## config.mk

```make
export PLATFORM = sky130hd
export DESIGN_NAME = dwvr_cell
export DESIGN_NICKNAME = d
export VERILOG_FILES = /design/src/rtl/core/dwvr_pkg.sv /design/src/rtl/core/dwvr_cell.sv
export SDC_FILE = /design/constraint.sdc
export NUM_CORES = 1
export LEC_CHECK = 0
export CORE_ASPECT_RATIO = 1.1
export CORE_MARGIN = 10
export CORE_UTILIZATION = 44
export DETAILED_ROUTE_END_ITERATION = 8
export DONT_BUFFER_PORTS = 1
export PLACE_DENSITY_LB_ADDON = 0.2
export SYNTH_ARGS = -nofsm -noshare
export SYNTH_HDL_FRONTEND = slang
export SYNTH_SLANG_ARGS = --single-unit
```

## constraint.sdc

```tcl
create_clock -name clock -period 3.2 [get_ports clock]
set_input_delay 0.32 -clock clock [delete_from_list [all_inputs] [get_ports clock]]
set_output_delay 0.32 -clock clock [all_outputs]
set_load 0.01 [all_outputs]
```

## src/rtl/core/dwvr_pkg.sv

```systemverilog
`timescale 1ns / 1ps
package dwvr_pkg;

   // Command codes on req_func
   localparam logic [2:0] FN_CLEAR      = 3'd0;
   localparam logic [2:0] FN_PUSH_FRONT = 3'd1;
   localparam logic [2:0] FN_PUSH_BACK  = 3'd2;
   localparam logic [2:0] FN_POP_FRONT  = 3'd3;
   localparam logic [2:0] FN_POP_BACK   = 3'd4;
   localparam logic [2:0] FN_REMOVE     = 3'd5;

   // Status codes on rsp_status
   localparam logic [1:0] ST_DONE  = 2'd0;
   localparam logic [1:0] ST_EMPTY = 2'd1;
   localparam logic [1:0] ST_FULL  = 2'd2;

   localparam int unsigned VALUE_W = 32;

   // What a cell does on the next edge
   typedef enum logic [1:0] {
      ACT_HOLD,
      ACT_LOAD,
      ACT_LEFT,
      ACT_RIGHT
   } act_type;

   typedef struct packed {
      act_type                    act;
      logic signed [VALUE_W-1:0]  operand;
   } cell_ctl_type;

endpackage

```

## src/rtl/core/dwvr_cell.sv

```systemverilog
`timescale 1ns / 1ps
module dwvr_cell (
   input  logic                                     clock,
   input  dwvr_pkg::cell_ctl_type                   ctl,
   input  logic signed [dwvr_pkg::VALUE_W-1:0]      left_value,
   input  logic signed [dwvr_pkg::VALUE_W-1:0]      right_value,
   output logic signed [dwvr_pkg::VALUE_W-1:0]      value,
   output logic                                     match
);
   import dwvr_pkg::*;

   logic signed [VALUE_W-1:0] value_ff;
   logic signed [VALUE_W-1:0] value_in;

   always_comb begin
      case (ctl.act)
         ACT_LOAD:  value_in = ctl.operand;
         ACT_LEFT:  value_in = left_value;
         ACT_RIGHT: value_in = right_value;
         default:   value_in = value_ff;
      endcase
   end

   always_ff @(posedge clock) begin
      value_ff <= value_in;
   end

   assign value = value_ff;
   assign match = (value_ff == ctl.operand);

endmodule

```

======== After elaboration in Yosys (flattened, before gate mapping) ========
Index checks and enable logic that the tools add are counted.
storage, ports and cells
  input port bits ......................... 99
  bits in registers ....................... 32
  logic and storage cells ................. 7
  output and inout port bits .............. 33
operators by class
  reductions and logical operators ........ 1
  eq/ne operators ......................... 4
  mux-type cells .......................... 1
operator list
  kind                                           count
  case mux 32 bit (3 select lines)               1
  == test 32 bit                                 1
  == test 2 bit, second input constant           2
  nonzero test 3 bit                             1
  == test 2 x 1 -> 1 bit, second input constant  1

======== Logic depth before layout (Yosys ltp) ========
Gate-level depths: netlist of run 1.
  depth in word-level cells ............... 2
  depth in mapped cells ................... 4
  gate-level depth less buffers ........... 4

======== Least setup slack after synthesis of run 1 ========
No wires, ideal clock.
  kind .................................... register to output
  start point ............................. register value_ff[31] (netlist: value[31])
  end point ............................... output port match
  path buffers ............................ 0
  data arrival time ....................... 1148 ps
  required time ........................... 2880 ps
  setup slack ............................. 1732 ps
  cell stages (with the launch flop) ...... 5
  cell sequence ........................... edfxtp_1 > xor2_1 > nor4_1 > nand4_1 > nor2_1
between the ends
  longest elaborated chain between the ends .. 1
ends and longest elaborated chain
  element                 line             text
  from (decl)             dwvr_cell.sv:12  logic signed [VALUE_W-1:0] value_ff;
  from (signal assigned)  dwvr_cell.sv:25  value_ff <= value_in;
  == test 32 bit          dwvr_cell.sv:29  assign match = (value_ff == ctl.operand);
  to (decl)               dwvr_cell.sv:8   output logic match
Every way passes these cells.

======== Worst setup path after layout of run 1 ========
  start point ............................. register value_ff[15] (netlist: value[15])
  end point ............................... output port match
Same word-level chain as after synthesis.

==> results by group, run 1 <==
Power
  – Sequential cell fraction of total power: 0.589
  – Internal power component: 740 µW
  – Cell area power density: 487 mW/mm²
  – Share of total power in combinational logic: 0.120
  – Worst VDD drop: 0.241 mV
  – Clock share of power: 0.292
  – Post-layout total power: 1.00 mW
  – Net Sw Power: 264 µW
  – Leakage: 0.798 nW
  – Sw Ratio: 0.263

Routing
  – Antenna-violating nets left: 0
  – Final wirelength: 5290 µm
  – Routed via count: 1,319
  – M1 wire length: 1900 µm
  – Highest signal layer in the routed design: met4
  – Average wire per standard cell: 22.6 µm
  – Amount of wire on met3 after detailed routing: 797 µm
  – Detail-routed via count per cell: 5.64
  – DRC violations left: 0
  – Met2 WL: 2540 µm
  – Initial drt markers: 78
  – DR pass1 iterations: 4

Timing
  – Number of max-slew violations in the final report: 0
  – Maximum operating frequency: 0.485 GHz
  – Worst slew margin: 0.489
  – Final worst path period need: 2060 ps
  – Final Cycle Share: 0.644
  – TNS Setup: 0 ps
  – Setup violation total in the final timing report: 0
  – Slew of the pin with the lowest slew margin: 766 ps
  – Slack of the critical path: 1140 ps
  – Post-Route Hold Slack: 249 ps
  – RSZ-0062 raised after global routing: no
  – Hold Vio Cnt, Final: 0

Worst setup path
  – Slowest stage delay, CP: 460 ps
  – Startpoint of the worst setup timing path: value[15]
  – Max Fanout on Critical Path: 2
  – Crit start category: register
  – Cells traversed along the worst timing path: xor2_1 > nor4_1 > nand4_1 > nor2_1
  – Cell with the biggest individual delay on the critical path: sky130_fd_sc_hd__edfxtp_1
  – Crit path kind: reg -> out
  – Arrival time of the worst setup path: 1740 ps
  – Worst setup EP type: output port
  – Req. time, crit path: 2880 ps

Die
  – Core Area: 0.00435 mm²
  – Number of rows created at floorplan: 25
  – Die H: 90.5 µm
  – I/O pin total: 132
  – Die Footprint: 0.00761 mm²
  – Initial standard-cell utilization of the core: 0.457
  – DIE WIDTH: 84.1 µm

Placement
  – Setup slack after placement: 1360 ps
  – Last weighted congestion value of the routability-driven placer: 0.764
  – DP Cell Count: 226
  – Half-perimeter wire length after placement: 4220 µm
  – Number of port buffers: 0
  – Dpl cell area: 0.00198 mm²

Synthesis
  – Number of flip-flops and latches in the synthesized netlist: 32
  – Number of standard cells after synthesis: 183
  – Number of different library cells in the post-synthesis netlist: 12
  – Leading post-synthesis cells by cell area: sky130_fd_sc_hd__edfxtp_1 48%, sky130_fd_sc_hd__mux2i_1 16%, sky130_fd_sc_hd__xor2_1 14%
  – Yosys warns: 0
  – Top-area cell type share of the netlist area: 0.484
  – Mapped cell area: 0.00199 mm²
  – Synthesized area per cell: 10.9 µm²
  – Fraction of the yosys area taken by sequential cells: 0.484
  – Post-synth net total: 282
  – Most area-hungry cell type in the Yosys netlist: sky130_fd_sc_hd__edfxtp_1

Clock network
  – Clock buffer count from CTS: 5
  – Number of H-tree levels: 2
  – Total of hold buffers inserted after clock tree synthesis: 0
  – Clock Sink Count: 32
  – Number of cells upsized or downsized after cts: 0
  – Clk pin slew, worst setup/hold paths: 60 ps
  – Clock root buffer: sky130_fd_sc_hd__clkbuf_8
  – TritonCTS clock tree: yes
  – Clock Path Buffers: 2
  – Setup repair bufs after CTS: 0

Layout
  – Commonest non-fill, non-tap cell in the layout: sky130_fd_sc_hd__nor2_1
  – Number of standard cells in the layout, taps in and fillers out: 234
  – Design area: 0.00206 mm²
  – Area added between synthesis and finish: 3.78%
  – Final nets: 278
  – Number of flip-flops under the largest register name: 32
  – Fill cells: 415
  – Finished Core Util: 0.474
  – Number of antenna repair diodes: 0
  – Layout cells sized above 1: 0.0333
  – Most used cells in the layout excluding fill and tap cells: 33 x sky130_fd_sc_hd__nor2_1, 32 x sky130_fd_sc_hd__mux2i_1, 32 x sky130_fd_sc_hd__a21oi_1, 32 x sky130_fd_sc_hd__xor2_1, 32 x sky130_fd_sc_hd__edfxtp_1

Min path
  – Worst min-delay path class: in -> reg
  – Start point of the worst min-delay path: ctl[33]
  – Terminating pin of the worst hold path: value[6]
  – Worst Hold Path Cells: 1

Flow run
  – Number of max-cap violations: 0

Global route
  – Maximum number of pins on one net before global-route repair: 66
  – Antenna violations before repair: 0
  – Via count of the first global-routing pass: 1,500
  – Total overflow reported by the global router: 0
  – Wire length of the first global-routing pass: 7980 µm
  – GRT Overall Usage: 0.129

Outcome
  – Run status: complete, no violations
## synth_stat cells
library cell,count
sky130_fd_sc_hd__a21oi_1,32
sky130_fd_sc_hd__buf_2,4
sky130_fd_sc_hd__buf_4,1
sky130_fd_sc_hd__buf_6,3
sky130_fd_sc_hd__clkbuf_1,3
sky130_fd_sc_hd__edfxtp_1,32
sky130_fd_sc_hd__mux2i_1,32
sky130_fd_sc_hd__nand4_1,2
sky130_fd_sc_hd__nor2_1,33
sky130_fd_sc_hd__nor4_1,8
sky130_fd_sc_hd__or2_2,1
sky130_fd_sc_hd__xor2_1,32
## power groups by stage
stage	combinational (mW)	sequential [mW]	clock [mW]
after global routing	0.137	0.598	0.323
after detailed placement	0.120	0.603	0
after CTS	0.121	0.594	0.303
final	0.120	0.591	0.293
after floorplan	0.123	0.585	0
after global placement	0.117	0.602	0
## per-layer routing
layer,vias up,GRT usage
met3,5,0.0921
met5,-,0
met4,0,0.0405
met1,587,0.130
li1,649,-
met2,78,0.207
## final cells by class
| cell class | count | area, µm² | area share |
|---|---|---|---|
| Multi-Input combinational cell | 140 | 953 | 0.462 |
| Sequential cell | 32 | 961 | 0.466 |
| Clock inverter | 1 | 3.75 | 0.00182 |
| Clock buffer | 7 | 76.3 | 0.0370 |
| Tap cell | 54 | 67.6 | 0.0328 |
## how the worst max path moves through the flow
stage | endpoint | slack, ps | cells after the start
floorplan | match | 1730 | 4
global placement | match | 1370 | 4
detailed placement | match | 1360 | 4
CTS | match | 1040 | 4
global route | match | 1000 | 4
finish | match | 1140 | 4
## worst max-delay path, delay by kind of cell, from the launching register on
family / cells / cell delay, ps
xor+xnor: 1 / 180
flops: 1 / 460
simple gates: 3 / 830
## kinds of logic after synthesis
group	count (synthesis)	share of synthesized area
compound gates	32	0.0806
mux	32	0.161
flops	32	0.484
buf+inv	11	0.0365
xor+xnor	32	0.141
simple gates	44	0.0970
Note: power is estimated with default switching activity, not from simulation.
==> inputs of run 2 (changes only) <==
==> constraint.sdc (replaced) <==
create_clock -name clock -period 1.7 [get_ports clock]
set_input_delay 0.17 -clock clock [delete_from_list [all_inputs] [get_ports clock]]
set_output_delay 0.17 -clock clock [all_outputs]
set_load 0.01 [all_outputs]
==> run 2 against run 1 <==
  * The flow now finishes with violations (setup timing)
  * Combinational power rose to 2.7 times the previous value
  * Sequential share of layout area fell by 2.8 points
  * Hold slack got worse by 150 ps
  * Die area did not move
  * First-iteration DRC count rose by 42%
  * Via count rose by 6.3%
  * Total power rose by 95%
  * Design area rose by 6.4%
  * Critical path type unchanged
  * Highest routed layer unchanged
==> results by group, run 2 (same netlist as run 1, synthesis figures left out) <==
Routing
  – Routed via count: 1,402 (+6.3%)
  – Initial drt markers: 111 (+42%)
  – Antenna-violating nets left: 0 (unchanged)
  – Detail-routed via count per cell: 5.68 (+0.70%)
  – Average wire per standard cell: 22.1 µm (-2.3%)
  – Final wirelength: 5450 µm (+3.2%)
  – DR pass1 iterations: 4 (unchanged)
  – DRC violations left: 0 (unchanged)

Power
  – Clock share of power: 0.278 (-0.014)
  – Cell area power density: 892 mW/mm² (+83%)
  – Leakage: 0.863 nW (+8.0%)
  – Worst VDD drop: 0.471 mV (+95%)
  – Internal power component: 1.44 mW (+95%)
  – Sequential cell fraction of total power: 0.554 (-0.035)
  – Net Sw Power: 517 µW (+96%)
  – Sw Ratio: 0.264 (+0.00130)
  – Share of total power in combinational logic: 0.168 (+0.048)

Global route
  – Maximum number of pins on one net before global-route repair: 66 (unchanged)
  – GRT Overall Usage: 0.129 (-0.000547)
  – Antenna violations before repair: 0 (unchanged)
  – Total overflow reported by the global router: 0 (unchanged)
  – Via count of the first global-routing pass: 1,542 (+2.8%)
  – Wire length of the first global-routing pass: 7980 µm (about the same)

Clock network
  – Clock Path Buffers: 2 (unchanged)
  – Clock buffer count from CTS: 5 (unchanged)
  – Clock Sink Count: 32 (unchanged)
  – Clk pin slew, worst setup/hold paths: 70 ps (about the same)
  – Number of H-tree levels: 2 (unchanged)
  – Setup repair bufs after CTS: 0 (unchanged)
  – TritonCTS clock tree: yes
  – Total of hold buffers inserted after clock tree synthesis: 0 (unchanged)
  – Clock root buffer: sky130_fd_sc_hd__clkbuf_8

Timing
  – Slew of the pin with the lowest slew margin: 772 ps (+5.56 ps)
  – Setup violation total in the final timing report: 1 (+1)
  – Final worst path period need: 1750 ps
  – Slack of the critical path: -53.1 ps (-1190 ps)
  – Final Cycle Share: 1.03
  – Number of max-slew violations in the final report: 0 (unchanged)
  – Worst slew margin: 0.485 (-0.00371)
  – Hold Vio Cnt, Final: 0 (unchanged)
  – Maximum operating frequency: 0.570 GHz
  – RSZ-0062 raised after global routing: yes
  – TNS Setup: -53.1 ps (-53.1 ps)

Die
  – Die H: 90.5 µm (unchanged)
  – I/O pin total: 132 (unchanged)
  – Core Area: 0.00435 mm² (unchanged)
  – DIE WIDTH: 84.1 µm (unchanged)
  – Initial standard-cell utilization of the core: 0.457 (unchanged)
  – Number of rows created at floorplan: 25 (unchanged)
  – Die Footprint: 0.00761 mm² (unchanged)

Min path
  – Start point of the worst min-delay path: ctl[33]
  – Worst min-delay path class: in -> reg

Outcome
  – Violated checks: setup timing
  – Run status: finished with violations

Placement
  – Last weighted congestion value of the routability-driven placer: 0.775 (+1.5%)
  – Half-perimeter wire length after placement: 4380 µm (+3.7%)
  – Dpl cell area: 0.00208 mm² (+4.9%)
  – Number of port buffers: 0 (unchanged)
  – Setup slack after placement: 98.5 ps (-1270 ps)

Layout
  – Design area: 0.00219 mm² (+6.4%)
  – Number of antenna repair diodes: 0 (unchanged)
  – Number of flip-flops under the largest register name: 32 (unchanged)
  – Area added between synthesis and finish: 10.4%
  – Final nets: 291 (+4.7%)
  – Most used cells in the layout excluding fill and tap cells: 32 x sky130_fd_sc_hd__mux2i_1, 32 x sky130_fd_sc_hd__nor2_1, 32 x sky130_fd_sc_hd__a21oi_1, 32 x sky130_fd_sc_hd__xor2_1, 32 x sky130_fd_sc_hd__edfxtp_1
  – Finished Core Util: 0.504 (+0.0302)
  – Layout cells sized above 1: 0.130 (+0.0962)

Worst setup path
  – Crit start category: register
  – Cell with the biggest individual delay on the critical path: sky130_fd_sc_hd__edfxtp_1
  – Arrival time of the worst setup path: 1580 ps (-160 ps)
  – Cells traversed along the worst timing path: xor2_1 > nor4_2 > nand4_1 > nor2_2
  – Req. time, crit path: 1530 ps (-1350 ps)
  – Crit path kind: reg -> out
  – Worst setup EP type: output port
  – Max Fanout on Critical Path: 2 (unchanged)
  – Slowest stage delay, CP: 400 ps (-60 ps)
  – Startpoint of the worst setup timing path: value[2]

Flow run
  – Number of max-cap violations: 0 (unchanged)
run 2: changes by cell type in the layout (fill, tap and decap cells not counted), sizes merged:
cell,change
buf,+13
run 2: path summary, 6_finish.rpt:
kind	cells past startpoint	slack, ps	to
setup / recovery	4	-50	match
hold / removal	1	100	value[28]
run 2: through the flow:
step	power [mW]	hold slack, ps	std cells
floorplan	1.33	400	183
detailed placement	1.42	388	239
global route	2.05	88.0	247
CTS	1.97	94.0	247
global placement	1.40	385	239
finish	1.96	103	247
run 2: what timing repair did:
| item | in CTS | in global routing |
|---|---|---|
| resized for setup | 4 | 2 |
| pin swaps | 2 | 0 |
| endpoints found under the setup margin | 1 | 1 |
run 2: worst max-delay path: cells and delay by family (launching register included):
family / cells / cell delay (ps)
simple gates: 3 / 740
flops: 1 / 400
xor+xnor: 1 / 170
run 2: cell type report:
type	instances	area, µm²
Clock buffer	7	76.3
Clock inverter	1	3.75
Fill cell	436	2150
Multi-Input combinational cell	140	987
Sequential cell	32	961
Tap cell	54	67.6
Timing Repair Buffer	13	97.6
run 2: metal layers:
layer | vias to the layer above | global-route usage | part of all wire | routed length, µm
met3 | 5 | 0.0839 | 0.14 | 755
met4 | 0 | 0.0419 | 0.0083 | 45
met2 | 77 | 0.218 | 0.51 | 2780
li1 | 674 | - | - | -
met1 | 646 | 0.124 | 0.34 | 1870
met5 | - | 0 | 0 | 0
run 2: power groups by stage:
| stage | registers [mW] | clock network (mW) | logic (mW) |
|---|---|---|---|
| floorplan | 1.10 | 0 | 0.231 |
| global placement | 1.10 | 0 | 0.302 |
| detailed placement | 1.10 | 0 | 0.312 |
| CTS | 1.09 | 0.561 | 0.325 |
| global route | 1.10 | 0.596 | 0.359 |
| finish | 1.08 | 0.544 | 0.328 |
